<file path="config.mk">
export PLATFORM = sky130hd
export DESIGN_NAME = radio_tx_frame_builder_flat
export DESIGN_NICKNAME = d
export VERILOG_FILES = /design/src/sv/rtfb_pkg.sv /design/src/sv/rtfb_in_if.sv /design/src/sv/rtfb_out_if.sv /design/src/sv/rtfb_front.sv /design/src/sv/rtfb_queue.sv /design/src/sv/rtfb_back.sv /design/src/sv/radio_tx_frame_builder.sv /design/src/flat_wrapper.sv
export SDC_FILE = /design/constraint.sdc
export NUM_CORES = 1
export LEC_CHECK = 0
export BUFFER_PORTS_ARGS = -buffer_cell sky130_fd_sc_hd__buf_2
export CORE_MARGIN = 5
export CORE_UTILIZATION = 42
export DETAILED_ROUTE_END_ITERATION = 10
export HOLD_SLACK_MARGIN = 0.08
export MAX_ROUTING_LAYER = met4
export PLACE_DENSITY_LB_ADDON = 0.15
export SLEW_MARGIN = 20
export SYNTH_ARGS = -nofsm -noshare
export SYNTH_HDL_FRONTEND = slang
export SYNTH_SLANG_ARGS = --single-unit
</file>
<file path="constraint.sdc">
create_clock -name clk -period 8.1 [get_ports clk]
set_input_delay 1.62 -clock clk [delete_from_list [all_inputs] [get_ports clk]]
set_output_delay 1.62 -clock clk [all_outputs]
set_load 0.02 [all_outputs]
</file>
<file path="src/sv/rtfb_pkg.sv">
// Package: types, command constants and word selection for the frame builder.
`timescale 1ns / 1ps
package rtfb_pkg;

  // Radio command words
  localparam logic [15:0] CMD_TX_ON    = 16'h8238;
  localparam logic [15:0] CMD_PREAMBLE = 16'hB8AA;
  localparam logic [15:0] CMD_SYNC_HI  = 16'hB82D;
  localparam logic [15:0] CMD_SYNC_LO  = 16'hB8D4;
  localparam logic [15:0] CMD_FIFO_WR  = 16'hB800;
  localparam logic [15:0] CMD_TX_OFF   = 16'h8208;

  // Sequencer steps: header, payload byte, checksum, trailer
  localparam int STEP_W = 4;
  typedef logic [STEP_W-1:0] step_t;

  localparam step_t STEP_TX_ON   = 4'd0;
  localparam step_t STEP_PRE_0   = 4'd1;
  localparam step_t STEP_PRE_1   = 4'd2;
  localparam step_t STEP_PRE_2   = 4'd3;
  localparam step_t STEP_SYNC_HI = 4'd4;
  localparam step_t STEP_SYNC_LO = 4'd5;
  localparam step_t STEP_DATA    = 4'd6;
  localparam step_t STEP_SUM     = 4'd7;
  localparam step_t STEP_DUM_0   = 4'd8;
  localparam step_t STEP_DUM_1   = 4'd9;
  localparam step_t STEP_DUM_2   = 4'd10;
  localparam step_t STEP_TX_OFF  = 4'd11;

  // Queue between front and back
  localparam int QDEPTH = 4;
  localparam int QPTR_W = $clog2(QDEPTH);
  localparam int QCNT_W = $clog2(QDEPTH + 1);

  // Classified request handed from front to back
  typedef struct packed {
    logic [7:0] data_byte;
    logic       first;
    logic       last;
    logic [7:0] checksum;
  } desc_t;

  // Command word for one step of a request
  function automatic logic [15:0] word_for_step(step_t step, logic [7:0] data_byte,
                                                logic [7:0] checksum);
    logic [15:0] w;
    case (step)
      STEP_TX_ON:   w = CMD_TX_ON;
      STEP_PRE_0:   w = CMD_PREAMBLE;
      STEP_PRE_1:   w = CMD_PREAMBLE;
      STEP_PRE_2:   w = CMD_PREAMBLE;
      STEP_SYNC_HI: w = CMD_SYNC_HI;
      STEP_SYNC_LO: w = CMD_SYNC_LO;
      STEP_DATA:    w = CMD_FIFO_WR | {8'h00, data_byte};
      STEP_SUM:     w = CMD_FIFO_WR | {8'h00, checksum};
      STEP_DUM_0:   w = CMD_PREAMBLE;
      STEP_DUM_1:   w = CMD_PREAMBLE;
      STEP_DUM_2:   w = CMD_PREAMBLE;
      STEP_TX_OFF:  w = CMD_TX_OFF;
      default:      w = 16'h0000;
    endcase
    return w;
  endfunction

endpackage

</file>
<file path="src/sv/rtfb_in_if.sv">
// Interface: payload byte channel with valid/ready handshake.
`timescale 1ns / 1ps
interface rtfb_in_if;
  logic       valid;
  logic       ready;
  logic [7:0] data_byte;
  logic       last_byte;

  modport source(output valid, output data_byte, output last_byte, input ready);
  modport sink(input valid, input data_byte, input last_byte, output ready);
endinterface

</file>
<file path="src/sv/rtfb_out_if.sv">
// Interface: command word channel with valid/ready handshake.
`timescale 1ns / 1ps
interface rtfb_out_if;
  logic        valid;
  logic        ready;
  logic [15:0] command_word;
  logic        end_of_run;

  modport source(output valid, output command_word, output end_of_run, input ready);
  modport sink(input valid, input command_word, input end_of_run, output ready);
endinterface

</file>
<file path="src/sv/rtfb_front.sv">
// Front end: accepts payload bytes, tracks frame state and the running checksum.
`timescale 1ns / 1ps
module rtfb_front (
  input  logic            clk,
  input  logic            rst,
  rtfb_in_if.sink         bytes,
  input  logic            q_full,
  output logic            push,
  output rtfb_pkg::desc_t push_desc
);
  import rtfb_pkg::*;

  logic       in_frame;
  logic [7:0] running_sum;
  logic [7:0] sum_next;

  // Take a request whenever the queue has room
  always_comb begin
    bytes.ready          = ~q_full;
    push                 = bytes.valid & ~q_full;
    sum_next             = (in_frame ? running_sum : 8'h00) + bytes.data_byte;
    push_desc.data_byte  = bytes.data_byte;
    push_desc.first      = ~in_frame;
    push_desc.last       = bytes.last_byte;
    push_desc.checksum   = sum_next;
  end

  // Open, advance and close the frame
  always_ff @(posedge clk) begin
    if (rst) begin
      in_frame    <= 1'b0;
      running_sum <= 8'h00;
    end else if (push) begin
      if (bytes.last_byte) begin
        in_frame    <= 1'b0;
        running_sum <= 8'h00;
      end else begin
        in_frame    <= 1'b1;
        running_sum <= sum_next;
      end
    end
  end

endmodule

</file>
<file path="src/sv/rtfb_queue.sv">
// Short queue of classified requests between front and back.
`timescale 1ns / 1ps
module rtfb_queue (
  input  logic            clk,
  input  logic            rst,
  input  logic            push,
  input  rtfb_pkg::desc_t push_desc,
  output logic            full,
  input  logic            pop,
  output logic            head_valid,
  output rtfb_pkg::desc_t head
);
  import rtfb_pkg::*;

  desc_t             slots [QDEPTH];
  logic [QPTR_W-1:0] wr_ptr;
  logic [QPTR_W-1:0] rd_ptr;
  logic [QCNT_W-1:0] count;
  logic              do_push;
  logic              do_pop;

  always_comb begin
    full       = (count == QCNT_W'(QDEPTH));
    head_valid = (count != '0);
    head       = slots[rd_ptr];
    do_push    = push & ~full;
    do_pop     = pop & head_valid;
  end

  // Store the request
  always_ff @(posedge clk) begin
    if (do_push) begin
      slots[wr_ptr] <= push_desc;
    end
  end

  // Advance pointers and occupancy
  always_ff @(posedge clk) begin
    if (rst) begin
      wr_ptr <= '0;
      rd_ptr <= '0;
      count  <= '0;
    end else begin
      if (do_push) wr_ptr <= wr_ptr + 1'b1;
      if (do_pop)  rd_ptr <= rd_ptr + 1'b1;
      case ({do_push, do_pop})
        2'b10:   count <= count + 1'b1;
        2'b01:   count <= count - 1'b1;
        default: count <= count;
      endcase
    end
  end

endmodule

</file>
<file path="src/sv/rtfb_back.sv">
// Back end: steps through the command words of each request into an output register.
`timescale 1ns / 1ps
module rtfb_back (
  input  logic            clk,
  input  logic            rst,
  input  logic            head_valid,
  input  rtfb_pkg::desc_t head,
  output logic            pop,
  rtfb_out_if.source      words
);
  import rtfb_pkg::*;

  logic        active;
  step_t       step;
  step_t       step_cur;
  step_t       step_end;
  logic        load;
  logic        fire;
  logic        out_valid;
  logic [15:0] out_word;
  logic        out_eor;

  // Pick the current step and whether this word finishes the request
  always_comb begin
    load     = ~out_valid | words.ready;
    step_cur = active ? step : (head.first ? STEP_TX_ON : STEP_DATA);
    step_end = head.last ? STEP_TX_OFF : STEP_DATA;
    fire     = head_valid & load;
    pop      = fire & (step_cur == step_end);
    words.valid        = out_valid;
    words.command_word = out_word;
    words.end_of_run   = out_eor;
  end

  // Advance the sequencer and the output valid
  always_ff @(posedge clk) begin
    if (rst) begin
      active    <= 1'b0;
      step      <= STEP_TX_ON;
      out_valid <= 1'b0;
    end else begin
      if (load) out_valid <= head_valid;
      if (fire) begin
        if (pop) begin
          active <= 1'b0;
        end else begin
          active <= 1'b1;
          step   <= step_cur + 1'b1;
        end
      end
    end
  end

  // Hold the word until it is taken
  always_ff @(posedge clk) begin
    if (fire) begin
      out_word <= word_for_step(step_cur, head.data_byte, head.checksum);
      out_eor  <= pop;
    end
  end

endmodule

</file>
<file path="src/sv/radio_tx_frame_builder.sv">
// Top level: frame builder turning payload bytes into radio command words.
// A request waits in a queue slot; its words leave through the back-end output register.
// The back-end sequencer gives one word per cycle while words are taken; a mid-frame
// byte gives 1 word, a frame's first byte 7, its last byte 6, a lone byte 12.
// A four-entry request queue lets bytes be accepted while header and trailer run.
// Reset (synchronous, active high) closes any frame, clears the sum and empties the queue.
`timescale 1ns / 1ps
module radio_tx_frame_builder (
  input  logic        clk,
  input  logic        rst,
  rtfb_in_if.sink     bytes,
  rtfb_out_if.source  words
);
  import rtfb_pkg::*;

  logic  push;
  desc_t push_desc;
  logic  q_full;
  logic  pop;
  logic  head_valid;
  desc_t head;

  rtfb_front u_front (
    .clk       (clk),
    .rst       (rst),
    .bytes     (bytes),
    .q_full    (q_full),
    .push      (push),
    .push_desc (push_desc)
  );

  rtfb_queue u_queue (
    .clk        (clk),
    .rst        (rst),
    .push       (push),
    .push_desc  (push_desc),
    .full       (q_full),
    .pop        (pop),
    .head_valid (head_valid),
    .head       (head)
  );

  rtfb_back u_back (
    .clk        (clk),
    .rst        (rst),
    .head_valid (head_valid),
    .head       (head),
    .pop        (pop),
    .words      (words)
  );

endmodule
</file>
<file path="src/flat_wrapper.sv">
// flat-port wrapper written by rule: the top's interface ports become plain ports
module radio_tx_frame_builder_flat import rtfb_pkg::*;
  (clk, rst, bytes_valid, bytes_data_byte, bytes_last_byte, bytes_ready, words_valid, words_command_word, words_end_of_run, words_ready);
  rtfb_in_if bytes_i ();
  rtfb_out_if words_i ();
  input  logic clk;
  input  logic rst;
  input wire logic [$bits(bytes_i.valid)-1:0] bytes_valid;
  input wire logic [$bits(bytes_i.data_byte)-1:0] bytes_data_byte;
  input wire logic [$bits(bytes_i.last_byte)-1:0] bytes_last_byte;
  output wire logic [$bits(bytes_i.ready)-1:0] bytes_ready;
  output wire logic [$bits(words_i.valid)-1:0] words_valid;
  output wire logic [$bits(words_i.command_word)-1:0] words_command_word;
  output wire logic [$bits(words_i.end_of_run)-1:0] words_end_of_run;
  input wire logic [$bits(words_i.ready)-1:0] words_ready;
  assign bytes_i.valid = bytes_valid;
  assign bytes_i.data_byte = bytes_data_byte;
  assign bytes_i.last_byte = bytes_last_byte;
  assign bytes_ready = bytes_i.ready;
  assign words_valid = words_i.valid;
  assign words_command_word = words_i.command_word;
  assign words_end_of_run = words_i.end_of_run;
  assign words_i.ready = words_ready;
  radio_tx_frame_builder u_core (.clk(clk), .rst(rst), .bytes(bytes_i), .words(words_i));
endmodule
</file>
==> results.sh <==
export IMPL_yosysWarnings=0
export IMPL_mostFrequentLayoutCells="84 x edfxtp_1, 28 x buf_2, 26 x nor2_1"
export IMPL_drt_iter0_drc=226
export IMPL_drt_met1_wl_um=4370
export IMPL_synth_seq_cells=108
export IMPL_grt_pass1_wl_um=15500
export IMPL_cts_resized=0
export IMPL_hold_depth=2
export IMPL_ir_worst_vdd_uv=207
export IMPL_power_density_mw_per_mm2=309
export IMPL_max_slew_margin=0.298
export IMPL_grt_max_degree=26
export IMPL_cp_data_required_time_ns=8.19
export IMPL_synthDistinctLibCells=52
export IMPL_area_delta_synth_final_pct=11.1
export IMPL_syn_avg_cell_area_um2=13.9
export IMPL_cp_slowest_cell="dfxtp_1"
export IMPL_rows=39
export IMPL_synth_top_family_by_area="multiplexers"
export IMPL_maxCapViolations=0
export IMPL_drcViolationCount=0
export IMPL_grt_usage=0.150
export IMPL_final_antenna_net_count=0
export IMPL_dp_cells=502
export IMPL_setup_slack_ns=4.46
export IMPL_path_cells="mux4_2, and2_1, nor2b_1, inv_1, ha_1, or3_1, a31oi_1, o21ai_0, or2_2"
export IMPL_via_per_inst=5.42
export IMPL_synth_area_mux_share=0.0921
export IMPL_holdBufCountCts=0
export IMPL_die_w_um=117
export IMPL_cp_max_fo=18
export IMPL_drt_wl_total_um=9450
export IMPL_drive_above_1_share=0.173
export IMPL_fin_hold_ws_ns=0.475
export IMPL_fmax_mhz=274
export IMPL_crit_end="u_core.u_back.words.command_word[15]"
export IMPL_dr_wl_met2_um=4500
export IMPL_grt_overflow=0
export IMPL_final_common_cell="edfxtp_1"
export IMPL_r2r_end="u_core.u_back.words.command_word[15]"
export IMPL_worst_ep_arrival_time_ns=3.74
export IMPL_dpl_worst_slack_ns=4.36
export IMPL_synth_compound_area_share=0.0879
export IMPL_dpl_hpwl_um=6460
export IMPL_cp_slowest_stage_delay_ns=0.92
export IMPL_cts_buffers=9
export IMPL_worst_pin_slew_ns=1.05
export IMPL_worstSetupPathType="register to register"
export IMPL_top_signal_layer_used="met4"
export IMPL_period_share=0.450
export IMPL_cts_max_path_buffers=2
export IMPL_synth_edf_count=84
export IMPL_drt_pass1_iterations=4
export IMPL_synthCells=348
export IMPL_synth_top_area_frac=0.521
export IMPL_nets=401
export IMPL_hold_path_class="register to register"
export IMPL_ys_flop_type="edfxtp_1"
export IMPL_drv_slew=0
export IMPL_die_h_um=117
export IMPL_cts_tree="done"
export IMPL_fin_skew_ns=0.00647
export IMPL_fin_util=0.473
export IMPL_num_vias=2807
export IMPL_antennaDiodeCount=0
export IMPL_grt_pass1_vias=2849
export IMPL_async_flop_share=0
export IMPL_synth_area_mm2=0.00484
export IMPL_synthSimpleGateAreaFrac=0.0908
export IMPL_status="completed"
export IMPL_n_fill_cell=996
export IMPL_dr_wl_met3_um=423
export IMPL_r2r_slack_ns=4.46
export IMPL_synth_seq_area_share=0.621
export IMPL_cts_root_buffer="clkbuf_16"
export IMPL_antenna_found_initial=0
export IMPL_instances_no_fill=518
export IMPL_crit_path_start_kind="register"
export IMPL_synthAdderAreaFrac=0.0497
export IMPL_cp_end_kind="register"
export IMPL_synth_xor_xnor_area_share=0.0199
export IMPL_dieArea_mm2=0.0138
export IMPL_start_util=0.425
export IMPL_path_clk_slew_ns=0.07
export IMPL_p_leak_nw=1.90
export IMPL_io_pins=32
export IMPL_post_cts_buffers=0
export IMPL_final_setup_viol_count=0
export IMPL_grt_setup_unrepaired="no"
export IMPL_yosysTopAreaCell="edfxtp_1"
export IMPL_cts_sinks=108
export IMPL_synth_area_leaders="edfxtp_1 52%, dfxtp_1 9.9%, mux4_2 8.4%, ha_1 4.1%, nor2_1 2.0%"
export IMPL_worstSkewPairLatency_ns=0.34
export IMPL_gp_congestion=0.783
export IMPL_hold_violations=0
export IMPL_htreeDepth=3
export IMPL_worst_r2r_path_depth=9
export IMPL_layout_min_cycle_time_ns=3.64
export IMPL_placement_io_buffers=28
export IMPL_core_mm2=0.0114
export IMPL_setup_tns_ns=0
export IMPL_wire_per_inst_um=18.2
[logic make-up after synthesis]
logic type | after synthesis
AND/OR/NAND/NOR | 86
buffers and inverters | 41
XOR/XNOR | 11
AO/OA/AOI/OAI | 61
adder cells (fa/ha/maj) | 18
other | 1
flip-flops | 108
multiplexers | 22
[power breakdown]
| group | switching, mW | internal, mW |
|---|---|---|
| clock network | 0.191 | 0.256 |
| logic | 0.290 | 0.175 |
| registers | 0.0427 | 0.708 |
[worst min-delay path by stage]
stage | end | from
floorplan | u_core.u_front.running_sum[1] | u_core.u_front.running_sum[1]
global placement | u_core.u_back.words.valid | u_core.u_back.words.valid
detailed placement | u_core.u_back.words.valid | u_core.u_back.words.valid
CTS | u_core.u_back.words.valid | u_core.u_back.words.valid
global route | u_core.u_back.words.valid | u_core.u_back.words.valid
finish | u_core.u_back.words.valid | u_core.u_back.words.valid
[critical path: cells and delay by family, from the launching register on]
family                     cells  cell delay, ns
and+or+nand+nor                4            1.13
muxes                          1            0.52
adders and majority gates      1            0.28
buffers and inverters          1            0.09
DFF                            1            0.92
AOI/OAI and AO/OA              2            0.46
[registers in the layout, indices dropped and copies added, names as in the netlist, named ones only]
signal / flops
u_core.u_back.step: 4
u_core.u_back.active: 1
u_core.u_front.running_sum: 8
u_core.u_back.words.end_of_run: 1
u_core.u_queue.count: 3
u_core.u_front.in_frame: 1
u_core.u_queue.wr_ptr: 2
u_core.u_queue.slots: 72
u_core.u_queue.rd_ptr: 2
u_core.u_back.words.command_word: 11
u_core.u_back.words.valid: 1
[per-layer routing]
metal	GRT usage	vias up
met3	0.0433	12
li1	-	1349
met2	0.223	44
met4	0.0529	0
met5	-	-
met1	0.196	1402
[synth_stat cells, types with 2 or more instances]
cell       number
a211oi_1        2
a21o_1          3
a21oi_1        15
a221oi_1        3
a22oi_1         7
a31oi_1         2
a32oi_1         2
and2_1         10
and3_1         10
buf_2           2
buf_4           5
clkbuf_1       12
dfxtp_1        24
edfxtp_1       84
fa_1            2
ha_1           16
inv_1          20
mux2i_1         4
mux4_2         18
nand2_1        13
nand2b_1        4
nand3_1         5
nor2_1         26
nor3_1          5
nor3b_1         3
o2111ai_1       2
o211ai_1        2
o21ai_0        12
or3_1           3
xnor2_1         6
xor2_1          5
[layout make-up]
cell class                 instances  area (um2)  area share
tap                              143         179      0.0333
clock inverter                     4        48.8     0.00908
multi-input combinational        201        1660       0.308
sequential                       108        3000       0.559
clock buffer                      12         256      0.0477
timing repair buffer              30         155      0.0289
inverter                          20        75.1      0.0140
[per-stage QoR]
step,total power [mW],instance area [um2]
6_report,1.66,5380
5_1_grt,1.77,5380
4_1_cts,1.68,5380
3_5_place_dp,1.23,5070
3_3_place_gp,1.23,5070
2_1_floorplan,1.11,4840
(Power assumes the default switching activity.)
